$ cat src/hw/rtl/dce_pkg.sv
// Package: shared types and constants for the delimited column extractor.
package dce_pkg;

    localparam logic [7:0] BAR_CODE       = 8'h7C;
    localparam logic [7:0] BACKSLASH_CODE = 8'h5C;
    localparam logic [7:0] NEWLINE_CODE   = 8'h0A;

    localparam int CFG_DATA_W  = 10;
    localparam int CFG_INDEX_W = 2;

    typedef enum logic [CFG_INDEX_W-1:0] {
        CFG_TARGET_COLUMN   = 2'd0,
        CFG_STRIP_ENCLOSING = 2'd1,
        CFG_VALUE_LIMIT     = 2'd2
    } cfg_index_t;

    typedef enum logic [1:0] {
        KIND_VALUE  = 2'd0,
        KIND_DONE   = 2'd1,
        KIND_ABSENT = 2'd2
    } kind_t;

    typedef struct packed {
        logic [7:0] target_column;
        logic       strip_enclosing;
        logic [9:0] value_limit;
    } cfg_t;

    typedef struct packed {
        logic [7:0] out_byte;
        logic [1:0] kind;
        logic       last;
    } result_t;

    typedef struct packed {
        logic    valid;
        result_t item;
    } push_t;

endpackage

$ cat src/hw/rtl/dce_if.sv
// Interfaces: byte input channel and result output channel.
interface dce_in_if;
    logic       valid;
    logic       ready;
    logic [7:0] in_byte;

    modport source (output valid, output in_byte, input ready);
    modport sink   (input valid, input in_byte, output ready);
endinterface

interface dce_out_if;
    logic       valid;
    logic       ready;
    logic [7:0] out_byte;
    logic [1:0] kind;
    logic       last;

    modport source (output valid, output out_byte, output kind, output last, input ready);
    modport sink   (input valid, input out_byte, input kind, input last, output ready);
endinterface

$ cat src/hw/rtl/dce_parse.sv
// Parser: line/field state and the per-byte step that produces at most one result.
module dce_parse (
    input  logic            clk,
    input  logic            rst_n,
    input  logic            accept,
    input  logic [7:0]      in_byte,
    input  dce_pkg::cfg_t   cfg,
    output dce_pkg::push_t  push
);
    import dce_pkg::*;

    logic [7:0] field_number_reg,  field_number_next;
    logic       escape_seen_reg,   escape_seen_next;
    logic [7:0] held_char_reg,     held_char_next;
    logic       held_valid_reg,    held_valid_next;
    logic       lead_dropped_reg,  lead_dropped_next;
    logic [9:0] emitted_count_reg, emitted_count_next;
    logic       line_finished_reg, line_finished_next;

    logic is_nl;
    logic is_bar;
    logic in_target;
    logic under_limit;

    assign is_nl       = (in_byte == NEWLINE_CODE);
    assign is_bar      = (in_byte == BAR_CODE) && !escape_seen_reg;
    assign in_target   = (field_number_reg == cfg.target_column);
    assign under_limit = (emitted_count_reg < cfg.value_limit);

    always_comb
    begin
        field_number_next  = field_number_reg;
        escape_seen_next   = escape_seen_reg;
        held_char_next     = held_char_reg;
        held_valid_next    = held_valid_reg;
        lead_dropped_next  = lead_dropped_reg;
        emitted_count_next = emitted_count_reg;
        line_finished_next = line_finished_reg;
        push.valid         = 1'b0;
        push.item.out_byte = 8'h00;
        push.item.kind     = KIND_VALUE;
        push.item.last     = 1'b0;

        if (accept)
        begin
            escape_seen_next = (in_byte == BACKSLASH_CODE);
            if (line_finished_reg)
            begin
                if (is_nl)
                begin
                    field_number_next  = 8'd1;
                    emitted_count_next = 10'd0;
                    line_finished_next = 1'b0;
                    held_char_next     = 8'h00;
                    held_valid_next    = 1'b0;
                    lead_dropped_next  = 1'b0;
                end
            end
            else if (is_nl || is_bar)
            begin
                // field ends: hold is discarded in every case
                held_char_next    = 8'h00;
                held_valid_next   = 1'b0;
                lead_dropped_next = 1'b0;
                if (in_target || is_nl)
                begin
                    push.valid     = 1'b1;
                    push.item.kind = in_target ? KIND_DONE : KIND_ABSENT;
                    push.item.last = 1'b1;
                end
                if (is_nl)
                begin
                    field_number_next  = 8'd1;
                    emitted_count_next = 10'd0;
                    line_finished_next = 1'b0;
                end
                else if (in_target)
                begin
                    line_finished_next = 1'b1;
                end
                else if (field_number_reg != 8'hFF)
                begin
                    field_number_next = field_number_reg + 8'd1;
                end
            end
            else if (in_target)
            begin
                if (cfg.strip_enclosing)
                begin
                    if (!lead_dropped_reg)
                    begin
                        lead_dropped_next = 1'b1;
                    end
                    else
                    begin
                        if (held_valid_reg && under_limit)
                        begin
                            push.valid         = 1'b1;
                            push.item.out_byte = held_char_reg;
                            emitted_count_next = emitted_count_reg + 10'd1;
                        end
                        held_char_next  = in_byte;
                        held_valid_next = 1'b1;
                    end
                end
                else if (under_limit)
                begin
                    push.valid         = 1'b1;
                    push.item.out_byte = in_byte;
                    emitted_count_next = emitted_count_reg + 10'd1;
                end
            end
        end
    end

    always_ff @(posedge clk or negedge rst_n)
    begin
        if (!rst_n)
        begin
            field_number_reg  <= 8'd1;
            escape_seen_reg   <= 1'b0;
            held_char_reg     <= 8'h00;
            held_valid_reg    <= 1'b0;
            lead_dropped_reg  <= 1'b0;
            emitted_count_reg <= 10'd0;
            line_finished_reg <= 1'b0;
        end
        else
        begin
            field_number_reg  <= field_number_next;
            escape_seen_reg   <= escape_seen_next;
            held_char_reg     <= held_char_next;
            held_valid_reg    <= held_valid_next;
            lead_dropped_reg  <= lead_dropped_next;
            emitted_count_reg <= emitted_count_next;
            line_finished_reg <= line_finished_next;
        end
    end

endmodule

$ cat src/hw/rtl/dce_skid.sv
// Output stage: two-entry result queue that decouples the parser from the sink.
module dce_skid (
    input  logic            clk,
    input  logic            rst_n,
    input  dce_pkg::push_t  push,
    output logic            space,
    dce_out_if.source       out_ch
);
    import dce_pkg::*;

    result_t    entry_reg [2];
    logic       wr_ptr_reg, wr_ptr_next;
    logic       rd_ptr_reg, rd_ptr_next;
    logic [1:0] count_reg,  count_next;
    logic       pop;
    result_t    head;

    assign space  = (count_reg != 2'd2);
    assign pop    = out_ch.valid && out_ch.ready;
    assign head   = entry_reg[rd_ptr_reg];

    assign out_ch.valid    = (count_reg != 2'd0);
    assign out_ch.out_byte = head.out_byte;
    assign out_ch.kind     = head.kind;
    assign out_ch.last     = head.last;

    always_comb
    begin
        wr_ptr_next = wr_ptr_reg ^ push.valid;
        rd_ptr_next = rd_ptr_reg ^ pop;
        count_next  = count_reg + {1'b0, push.valid} - {1'b0, pop};
    end

    always_ff @(posedge clk)
    begin
        if (push.valid)
        begin
            entry_reg[wr_ptr_reg] <= push.item;
        end
    end

    always_ff @(posedge clk or negedge rst_n)
    begin
        if (!rst_n)
        begin
            wr_ptr_reg <= 1'b0;
            rd_ptr_reg <= 1'b0;
            count_reg  <= 2'd0;
        end
        else
        begin
            wr_ptr_reg <= wr_ptr_next;
            rd_ptr_reg <= rd_ptr_next;
            count_reg  <= count_next;
        end
    end

endmodule

$ cat src/hw/rtl/delimited_column_extractor.sv
// Top level: delimited column extractor with config registers, parser and output queue.
//
//  channel   direction  payload                       transaction when
//  in_ch     sink       in_byte[7:0]                  valid & ready
//  out_ch    source     out_byte[7:0] kind[1:0] last  valid & ready
//  cfg       write      cfg_index[1:0] cfg_data[9:0]  cfg_we
//
// One byte per cycle while the queue has space: each accepted byte is parsed in
// the cycle it arrives and its result (if any) is written to the output queue,
// visible the next cycle.
// rst_n (async, active low) clears line state, the queue and the registers to
// target_column=1, strip_enclosing=0, value_limit=255.
// in_ch.ready drops only while both queue entries are full.
module delimited_column_extractor (
    input  logic                               clk,
    input  logic                               rst_n,
    dce_in_if.sink                             in_ch,
    dce_out_if.source                          out_ch,
    input  logic                               cfg_we,
    input  logic [dce_pkg::CFG_INDEX_W-1:0]    cfg_index,
    input  logic [dce_pkg::CFG_DATA_W-1:0]     cfg_data
);
    import dce_pkg::*;

    cfg_t  cfg_reg, cfg_next;
    push_t push;
    logic  space;
    logic  accept;

    // ready follows queue space; the parser never needs to stall otherwise
    assign in_ch.ready = space;
    assign accept      = in_ch.valid && space;

    // register writes; an unused index is ignored
    always_comb
    begin
        cfg_next = cfg_reg;
        if (cfg_we)
        begin
            unique case (cfg_index_t'(cfg_index))
                CFG_TARGET_COLUMN:   cfg_next.target_column   = cfg_data[7:0];
                CFG_STRIP_ENCLOSING: cfg_next.strip_enclosing = cfg_data[0];
                CFG_VALUE_LIMIT:     cfg_next.value_limit     = cfg_data[9:0];
                default:             cfg_next = cfg_reg;
            endcase
        end
    end

    always_ff @(posedge clk or negedge rst_n)
    begin
        if (!rst_n)
        begin
            cfg_reg.target_column   <= 8'd1;
            cfg_reg.strip_enclosing <= 1'b0;
            cfg_reg.value_limit     <= 10'd255;
        end
        else
        begin
            cfg_reg <= cfg_next;
        end
    end

    // per-byte field tracking, strip hold and limit count
    dce_parse u_parse (
        .clk     (clk),
        .rst_n   (rst_n),
        .accept  (accept),
        .in_byte (in_ch.in_byte),
        .cfg     (cfg_reg),
        .push    (push)
    );

    // result queue toward the sink
    dce_skid u_skid (
        .clk    (clk),
        .rst_n  (rst_n),
        .push   (push),
        .space  (space),
        .out_ch (out_ch)
    );

endmodule

$ cat src/flat_wrapper.sv
// flat-port wrapper written by rule: the top's interface ports become plain ports
module delimited_column_extractor_flat import dce_pkg::*;
  (clk, rst_n, cfg_we, cfg_index, cfg_data, in_ch_valid, in_ch_in_byte, in_ch_ready, out_ch_valid, out_ch_out_byte, out_ch_kind, out_ch_last, out_ch_ready);
  dce_in_if in_ch_i ();
  dce_out_if out_ch_i ();
  input  logic clk;
  input  logic rst_n;
  input  logic cfg_we;
  input  logic [dce_pkg::CFG_INDEX_W-1:0] cfg_index;
  input  logic [dce_pkg::CFG_DATA_W-1:0] cfg_data;
  input wire logic [$bits(in_ch_i.valid)-1:0] in_ch_valid;
  input wire logic [$bits(in_ch_i.in_byte)-1:0] in_ch_in_byte;
  output wire logic [$bits(in_ch_i.ready)-1:0] in_ch_ready;
  output wire logic [$bits(out_ch_i.valid)-1:0] out_ch_valid;
  output wire logic [$bits(out_ch_i.out_byte)-1:0] out_ch_out_byte;
  output wire logic [$bits(out_ch_i.kind)-1:0] out_ch_kind;
  output wire logic [$bits(out_ch_i.last)-1:0] out_ch_last;
  input wire logic [$bits(out_ch_i.ready)-1:0] out_ch_ready;
  assign in_ch_i.valid = in_ch_valid;
  assign in_ch_i.in_byte = in_ch_in_byte;
  assign in_ch_ready = in_ch_i.ready;
  assign out_ch_valid = out_ch_i.valid;
  assign out_ch_out_byte = out_ch_i.out_byte;
  assign out_ch_kind = out_ch_i.kind;
  assign out_ch_last = out_ch_i.last;
  assign out_ch_i.ready = out_ch_ready;
  delimited_column_extractor u_core (.clk(clk), .rst_n(rst_n), .in_ch(in_ch_i), .out_ch(out_ch_i), .cfg_we(cfg_we), .cfg_index(cfg_index), .cfg_data(cfg_data));
endmodule
$ cat config.mk
export PLATFORM = sky130hd
export DESIGN_NAME = delimited_column_extractor_flat
export DESIGN_NICKNAME = d
export VERILOG_FILES = /design/src/hw/rtl/dce_pkg.sv /design/src/hw/rtl/dce_if.sv /design/src/hw/rtl/dce_parse.sv /design/src/hw/rtl/dce_skid.sv /design/src/hw/rtl/delimited_column_extractor.sv /design/src/flat_wrapper.sv
export SDC_FILE = /design/constraint.sdc
export NUM_CORES = 1
export LEC_CHECK = 0
export ABC_AREA = 1
export BUFFER_PORTS_ARGS = -buffer_cell sky130_fd_sc_hd__buf_2
export CORE_ASPECT_RATIO = 0.75
export CORE_MARGIN = 2
export CORE_UTILIZATION = 62
export CTS_BUF_LIST = sky130_fd_sc_hd__clkbuf_8
export CTS_CLUSTER_DIAMETER = 40
export CTS_CLUSTER_SIZE = 16
export DETAILED_ROUTE_END_ITERATION = 10
export MAX_ROUTING_LAYER = met4
export PLACE_DENSITY = 0.92
export SYNTH_ARGS = -nofsm -noshare
export SYNTH_HDL_FRONTEND = slang
export SYNTH_SLANG_ARGS = --single-unit
$ cat constraint.sdc
create_clock -name clk -period 3.3 [get_ports clk]
set_clock_uncertainty 0.05 [all_clocks]
set_input_delay 0.33 -clock clk [delete_from_list [all_inputs] [get_ports clk]]
set_output_delay 0.33 -clock clk [all_outputs]
set_load 0.02 [all_outputs]
# == Yosys cells after proc, flatten, opt, wreduce, memory -nomap -nowiden ==
# Memories as Yosys holds them, arrays and structs flattened.
# Index checks and enable logic that the tools add are counted.
# word_totals
elab_cells,105
reg_bits,53
ramBits,22
mem_count,1
# memory_table
name,words,word_bits,read_ports,rd_clocked_by_memory_dff,write_ports,line,rtl
u_core.u_skid.entry_reg,2,11,1,0,1,dce_skid.sv:11,result_t entry_reg [2];
# classes
n_addsub,4
reduce_logical,22
bitwise,2
mux,50
n_eq_ne,12
order_cmp,1
# op_table
operator,n
$mux 8,13
$mux 10,8
$mux 9,5
$mux 12,2
$mux 1,19
$eq 8x7->1 const B,2
$reduce_and 5->1,3
$add 10x1->10 const B,1
$lt 10x10->1,1
$reduce_bool 3->1,3
$add 8x1->8 const B,1
$eq 8x4->1 const B,1
$eq 8x8->1,1
$ne 4x4->1 const B,2
$ne 8x8->1 const B,1
$mux 3,2
$reduce_and 2->1,3
$reduce_bool 2->1,3
$logic_and 1x1->1,4
$ne 2x2->1 const B,2
$reduce_and 4->1,1
$reduce_bool 4->1,1
$add 2x1->2,1
$eq 2x1->1 const B,1
other kinds (8),10

# == Logic depth before layout (Yosys ltp) ==
# Gate-level depths: netlist of run 1.
# depth
word_depth,11
mapped_depth,17

# == Hierarchy ==
# Synthesis of run 1 repeated with hierarchy kept, for this count alone.
# unflattened
hier_cells,580
hier_area_um2,4546.9
# by_module_without_submodules
mod,seq_area_each_um2,area_per_inst_um2,cells_per_inst,instances
dce_parse,752.0,2703.8,406,1
dce_skid,760.7,1034.7,86,1
delimited_column_extractor,486.7,808.3,88,1

# == Worst setup path after synthesis of run 1 ==
# Ideal clock, no wire load.
# synth_path
path_kind,reg-to-reg
start,reg u_core.cfg_reg[5] (netlist name)
end,reg u_core.u_skid.count_reg[1]
period_less_slack_ps,2529
setup_ps,129
t_arrival_ps,2351
slack_ps,771
path_stages_with_launch,18
path_cell_list,dfstp_2 inv_1 ha_1 nand2_1 inv_1 nand2_1 nand2_1 nand2_1 nand3_1 or2_1 buf_6 nor2_1 nor2_1 ha_1 inv_1 ha_1 xnor2_1 xor2_1
# synth_between
elab_chain_cells,11
word_cells_on_any_way,12
# synth_lines
element,line,rtl
start: declaration,delimited_column_extractor.sv:25,"cfg_t cfg_reg, cfg_next;"
start signal: assignment,delimited_column_extractor.sv:59,cfg_reg <= cfg_next;
$lt 10x10->1 (*),dce_parse.sv:28,assign under_limit = (emitted_count_reg < cfg.value_limit);
$logic_and 1x1->1,dce_parse.sv:96,if (held_valid_reg && under_limit)
$mux 9,dce_parse.sv:96,
$mux 9,dce_parse.sv:90,if (!lead_dropped_reg)
$mux 9 (*),dce_parse.sv:88,if (cfg.strip_enclosing)
$mux 9 (*),dce_parse.sv:86,else if (in_target)
$mux 1 (*),dce_parse.sv:59,else if (is_nl || is_bar)
$mux 12 (*),dce_parse.sv:47,if (line_finished_reg)
$mux 12 (*),dce_parse.sv:44,if (accept)
$add 2x1->2 (*),dce_skid.sv:31,"count_next = count_reg + {1'b0, push.valid} - {1'b0, pop};"
$sub 2x1->2 (*),dce_skid.sv:31,
via u_core.u_skid.count_next[1],dce_skid.sv:14,"logic [1:0] count_reg, count_next;"
end signal: assignment,dce_skid.sv:54,count_reg <= count_next;
end: declaration,dce_skid.sv:14,
# The timed path passes the listed nets; every way through them passes the cells marked *.
# A chain may end at the register's enable or synchronous reset.

# == Worst setup path after layout of run 1 ==
# layout_path
start,reg u_core.cfg_reg[5] (netlist name)
end,mem u_core.u_skid.entry_reg[1][0] (netlist name) (enable)
# layout_between
elab_chain_cells,11
word_cells_on_any_way,12
# layout_lines
element,line,rtl
$lt 10x10->1 (*),dce_parse.sv:28,
$logic_and 1x1->1,dce_parse.sv:96,
$mux 9,dce_parse.sv:96,
$mux 9,dce_parse.sv:90,
$mux 9 (*),dce_parse.sv:88,
$mux 9 (*),dce_parse.sv:86,
$mux 1 (*),dce_parse.sv:59,
$mux 12 (*),dce_parse.sv:47,
$mux 12 (*),dce_parse.sv:44,
$mux 1 (*),dce_skid.sv:36,if (push.valid)
$mux 1 (not written as such) (*),dce_skid.sv:38,entry_reg[wr_ptr_reg] <= push.item;
end: declaration,dce_skid.sv:11,
# Every way passes the cells marked *; elsewhere a longest branch is shown, timed or not.

==> flow_summary.ini, run 1 <==
[outcome]
status = complete, no violations

[placed_design]
io_buffer_count = 37
pre_cts_ws_ns = 0.4874
gp_congestion = 0.9242
place_inst = 711
hpwl_um = 7187

[routing]
drtIter0Drc = 296
drc_errors = 0
wl_per_cell_um = 13.80
viasPerCell = 5.340
wl_um = 10030
num_vias = 3882
first_pass_iters = 5
ant_nets = 0

[synth]
synth_area_leader_cell = dfrtp_1
synth_top_area_frac = 0.2411
yosysUniqueCellTypes = 36
synth_seq_cells = 75
synth-edff-count = 22
postSynthCellCount = 590
syn_nets = 630
post-synth-top-count-cell = nand2_1
synth_ff_type = dfrtp_1
synth.cell_area_mm2 = 0.004463
yosysWarnings = 0
syn-mean-instance-area_um2 = 7.564
synth_commonest_cells = 235 x nand2_1, 66 x inv_1, 43 x dfrtp_1, 41 x nor2_1, 34 x nand3_1
synthTopCellsByArea = dfrtp_1 24%, nand2_1 20%, edfxtp_1 15%, dfstp_2 5.9%, inv_1 5.6%
synthArstFlopShare = 0.7067
seq_area_frac_synth = 0.4480

[cts]
numCtsBuffers = 9
cts_buffer_depth = 2
ctsResizeCount = 0
cts_tree = done
clk_latency_ns = 0.36
clkTransAtPathRegs_ns = 0.08
cts.sinks = 75
clockRootBuffer = clkbuf_8
htree_levels = 3
cts_hold_buf = 0
post_cts_buffers = 0

[floorplan]
fp.dieH_um = 77.48
fp.coreArea_mm2 = 0.006897
rows = 26
start_util = 0.6471
die_w_um = 102.0
pin_count = 38
fp.dieArea_mm2 = 0.007900

[worst_setup_path]
worstPathArrival_ns = 2.84
end_kind = flip-flop
critical_path_class = reg2reg
crit_slowest_cell = dfstp_2
path_common_cell = nand2_1
cpPeakStageDelay_ns = 0.54
crit_path_start_kind = flip-flop
worstPathMaxFanout = 11
cp-startpoint = u_core.cfg_reg[5]
path_cells = inv_1, ha_1, nand2_1, inv_1, nand2_1, nand2_1, nand2_1, nand3_1, or2_1, nor2_1, nor2_1, inv_1, ha_1
required_ns = 3.25
reg2reg_from = u_core.cfg_reg[5]

[global_routing]
grt_pass1_wl_um = 17000
overflow = 0
track_usage = 0.2841
antenna_found_initial = 0
grt_pass1_vias = 3655
grt_max_degree = 36

[cells_and_area]
fin_cells = 727
antenna_cells = 0
drive_gt1_frac = 0.1494
seq_area_mm2 = 0.001999
area_delta_synth_final_pct = 10.43
n_fill_cell = 546
multi_input_area_mm2 = 0.002106
largest_reg_flops = 22
final_nets = 664

[timing]
finalMaxSlewViolations = 0
min_period_over_period = 0.8766
maxSlewHeadroom = 0.4622
setup_slack_ns = 0.4073
layout_min_cycle_time_ns = 2.893
fmax_ghz = 0.3457
rsz0062_at_grt = false
worst_pin_slew_ns = 0.8067
hold_violations = 0
setup_viol = 0
setup_tns_ns = 0

[pwr]
netSwitchingPower_uw = 933.5
power.share.clock = 0.306
pwr-share-seq = 0.434
power_frac_comb = 0.261
power.leakage_nw = 2.555
netSwitchingFraction = 0.3537
vdd_drop_max_mv = 0.4451
powerDensity_mw_per_mm2 = 535.5
p_int_mw = 1.706

[run]
drv_cap = 0

[worst_hold_path]
hp-class = in2async
==> metal layers <==
metal / wire, um / vias to the layer above / track usage
met3: 812 / 16 / 0.06486
met2: 4712 / 168 / 0.4382
met1: 4372 / 1778 / 0.3799
li1: - / 1920 / -
met5: 0 / - / -
met4: 134 / 0 / 0.08133
==> placed cells by master (no fill, tap or decap), types with 2 or more instances in the layout <==
master	instances
dfstp_2	10
nor2_4	2
nand2_4	3
clkbuf_8	9
clkinvlp_4	3
bufinv_16	2
dfrtp_1	43
nor3_1	11
nand2_1	235
inv_2	4
buf_2	37
o21ai_0	20
nand3_1	34
inv_1	66
xnor2_1	10
buf_4	3
ha_1	15
nand2_2	4
inv_6	2
nand3_2	3
xor2_1	4
or2_1	2
nor2_2	5
nor2_8	2
edfxtp_1	22
nand4_1	13
nor2_1	41
a21oi_1	15
==> final cells by class <==
type	count	area share
Inverter	71	0.05458
Clock inverter	7	0.02031
Timing Repair Buffer	40	0.04214
Tap cell	98	0.02488
Multi-Input combinational cell	427	0.4273
Clock buffer	9	0.02513
Sequential cell	75	0.4057
==> per-stage QoR <==
step	power (mW)	instance area (um2)	util	hold WS (ns)
2_1_floorplan	1.638	4463	-	-0.01559
3_3_place_gp	1.797	4705	0.6821	0.3912
3_5_place_dp	1.839	4705	0.6821	0.4078
4_1_cts	2.643	4928	0.7146	0.02033
5_1_grt	2.782	4928	0.7146	0.06758
6_report	2.639	4928	0.7146	0.008157
==> path summary, 6_finish.rpt <==
kind	to	slack, ns	cells after the start
worst min register to register	u_core.u_parse.held_valid_reg	0.43	2
worst min-delay path	u_core.cfg_reg[13]	0.008	1
max in group asynchronous	u_core.cfg_reg[4]	2.37	2
worst max register to register	u_core.u_skid.entry_reg[1][0]	0.41	13
min in group clk	u_core.u_parse.held_char_reg[7]	0.16	3
worst max-delay path	u_core.u_skid.entry_reg[1][0]	0.41	13
==> power groups by stage <==
stage / Sequential, mW / Clock [mW] / Combinational, mW
after floorplan: 1.10 / 0 / 0.534
after global placement: 1.15 / 0 / 0.644
after detailed placement: 1.16 / 0 / 0.680
after CTS: 1.14 / 0.816 / 0.683
after global routing: 1.16 / 0.851 / 0.774
final: 1.14 / 0.807 / 0.688
==> worst max-delay path, delay by kind of cell, from the launching register on <==
kind	cells	cell delay, ns
DFF	1	0.54
adders and majority gates	2	0.79
and+or+nand+nor	8	0.98
buffers and inverters	3	0.17
==> cell families (layout without fill, tap and decap cells) <==
family                     count (synthesis)  after routing  share of synthesized area
DFF                                       75             75                     0.4480
and+or+nand+nor                          358            358                     0.3549
adders and majority gates                 15             15                    0.04205
AOI/OAI and AO/OA                         40             40                    0.04738
xor gates and xnor gates                  14             14                    0.02747
buffers and inverters                     88            127                    0.08018
Note: power is estimated with default switching activity, not from simulation.
==> inputs of run 2 (changes only) <==
--- a/config.mk
+++ b/config.mk
@@ -5,11 +5,10 @@
 export SDC_FILE = /design/constraint.sdc
 export NUM_CORES = 1
 export LEC_CHECK = 0
-export ABC_AREA = 1
 export BUFFER_PORTS_ARGS = -buffer_cell sky130_fd_sc_hd__buf_2
 export CORE_ASPECT_RATIO = 0.75
 export CORE_MARGIN = 2
-export CORE_UTILIZATION = 62
+export CORE_UTILIZATION = 61
 export CTS_BUF_LIST = sky130_fd_sc_hd__clkbuf_8
 export CTS_CLUSTER_DIAMETER = 40
 export CTS_CLUSTER_SIZE = 16
==> flow_summary.ini, run 2 <==
[synth]
synthTopCellsByArea = dfrtp_1 28%, edfxtp_1 17%, mux2_2 8.9%, dfstp_2 7.0%, ha_1 5.0%
synth_commonest_cells = 43 x dfrtp_1, 30 x mux2_2, 24 x nor2_1, 22 x edfxtp_1, 17 x inv_1
synth_simple_gate_area_frac = 0.1332
post-synth-top-count-cell = dfrtp_1
synth.area.mux_share = 0.1133
synth_fa_ha_area_frac = 0.04969
synth_compound_gate_area_share = 0.1123
synth_top_family_by_area = simple AND/OR/NAND/NOR gates
synthArstFlopShare = 0.7067
synth_area_leader_cell = dfrtp_1
synth_seq_cells = 75
synth.cell_area_mm2 = 0.003777
yosysUniqueCellTypes = 51
seq_area_frac_synth = 0.5293
postSynthCellCount = 319
synth_ff_type = dfrtp_1
syn-mean-instance-area_um2 = 11.84
yosysWarnings = 0
synth_top_area_frac = 0.2849
synth-xor-area-share = 0.03478
synth-edff-count = 22
syn_nets = 359

[cells_and_area]
area_delta_synth_final_pct = 12.49
antenna_cells = 0
final_common_cell = dfrtp_1
design_area_mm2 = 0.004249
largest_reg_flops = 22
final_nets = 405
drive_gt1_frac = 0.2946
multi_input_area_mm2 = 0.001674
n_fill_cell = 415
final_cell_mix = 43 x dfrtp_1, 37 x buf_2, 30 x mux2_2
seq_area_mm2 = 0.001999

[timing]
worst_pin_slew_ns = 1.000
rsz0062_at_grt = false
fin_hold_ws_ns = 0.1457
fmax_ghz = 0.3580
hold_violations = 0
setup_viol = 0
finalMaxSlewViolations = 0
maxSlewHeadroom = 0.3299
layout_min_cycle_time_ns = 2.794
min_period_over_period = 0.8466
setup_tns_ns = 0

[worst_setup_path]
crit_path_start_kind = flip-flop
r2r_cells = 9
required_ns = 3.27
worstPathMaxFanout = 11
end_kind = flip-flop
reg2reg_to = u_core.u_skid.entry_reg[1][2]
reg2reg_from = u_core.cfg_reg[5]
r2r_slack_ns = 0.51
critical_path_class = reg2reg
cp-startpoint = u_core.cfg_reg[5]
crit_end = u_core.u_skid.entry_reg[1][2]
worstPathArrival_ns = 2.76

[routing]
wl_um = 7858
num_vias = 2752
wl_per_cell_um = 17.54
drc_errors = 0
first_pass_iters = 6
viasPerCell = 6.143
drtIter0Drc = 262
ant_nets = 0

[floorplan]
fp.coreArea_mm2 = 0.005886
die_w_um = 94.87
fp.dieArea_mm2 = 0.006845
pin_count = 38
rows = 24
start_util = 0.6418
fp.dieH_um = 72.15

[cts]
clockRootBuffer = clkbuf_8
numCtsBuffers = 9
cts.sinks = 75
ctsResizeCount = 0
post_cts_buffers = 0
clkTransAtPathRegs_ns = 0.08
cts_hold_buf = 1
htree_levels = 3
clk_latency_ns = 0.37
cts_tree = done
cts_buffer_depth = 2

[pwr]
vdd_drop_max_mv = 0.3775
power.leakage_nw = 1.946
powerDensity_mw_per_mm2 = 523.4
power_mw = 2.224

[global_routing]
overflow = 0
grt_pass1_wl_um = 13110
antenna_found_initial = 0
grt_pass1_vias = 2737
grt_max_degree = 36
track_usage = 0.2649

[placed_design]
io_buffer_count = 37
hpwl_um = 5718
place_area_mm2 = 0.004058
gp_congestion = 0.8541

[worst_hold_path]
hp-class = in2reg
hold_depth = 2

[run]
drv_cap = 0

[outcome]
status = complete, no violations
## run 2: cell count changes in the layout (fill, tap and decap cells not counted), sizes merged, moves of 9 or more
cell,previous run,this run
nand2,242,11
inv,73,20
mux2,0,30
nor2,50,24
nand3,38,15
and3,0,13
mux2i,0,9
## run 2: where the power goes
group	switching [mW]	internal (mW)	leakage (nW)
clock	0.372	0.281	0.0829
combinational	0.220	0.204	0.948
sequential	0.0908	1.06	0.916
## run 2: final cells by class
| cell class | count | area share |
|---|---|---|
| clock buffers | 9 | 0.02915 |
| clock inverters | 7 | 0.01355 |
| inverters | 17 | 0.01502 |
| multi-input cells | 219 | 0.3940 |
| flip-flops and latches | 75 | 0.4706 |
| well taps | 78 | 0.02297 |
| repair buffers | 43 | 0.05477 |
## run 2: kinds of logic after synthesis
group / after synthesis
adder cells (fa/ha/maj): 15
buffers and inverters: 25
AO/OA/AOI/OAI: 59
AND/OR/NAND/NOR: 91
multiplexers: 39
XOR/XNOR: 15
flip-flops: 75
## run 2: how the worst min path moves through the flow
stage / slack, ns / start / end
finish: 0.15 / cfg_data[8] / u_core.cfg_reg[8]
global route: 0.14 / cfg_data[9] / u_core.cfg_reg[9]
CTS: 0.14 / cfg_data[8] / u_core.cfg_reg[8]
detailed placement: 0.39 / rst_n / u_core.cfg_reg[14]
global placement: 0.39 / rst_n / u_core.cfg_reg[14]
floorplan: -0.02 / rst_n / u_core.cfg_reg[10]
## run 2: metal layers
metal / GRT usage / wire length, um / up-vias
li1: - / - / 1268
met1: 0.3364 / 3494 / 1345
met2: 0.4074 / 3714 / 117
met3: 0.08411 / 471 / 22
met4: 0.09179 / 178 / 0
met5: - / 0 / -
## run 2: stage by stage
stage | util | worst slack, ns | std cells
finish | 0.7219 | 0.5063 | 448
global route | 0.7219 | 0.3369 | 448
CTS | 0.7219 | 0.5072 | 448
detailed placement | 0.6894 | 0.5210 | 431
global placement | 0.6894 | 0.6415 | 431
floorplan | - | 0.7580 | 319
## run 2: worst max-delay path: stages, from the launching register on
cell,delay (ns)
dfstp_2,0.53
inv_1,0.04
ha_1,0.30
a21oi_1,0.12
o21ai_0,0.11
a211oi_1,0.38
and2_2,0.25
o31ai_1,0.11
inv_1,0.09
ha_1,0.46
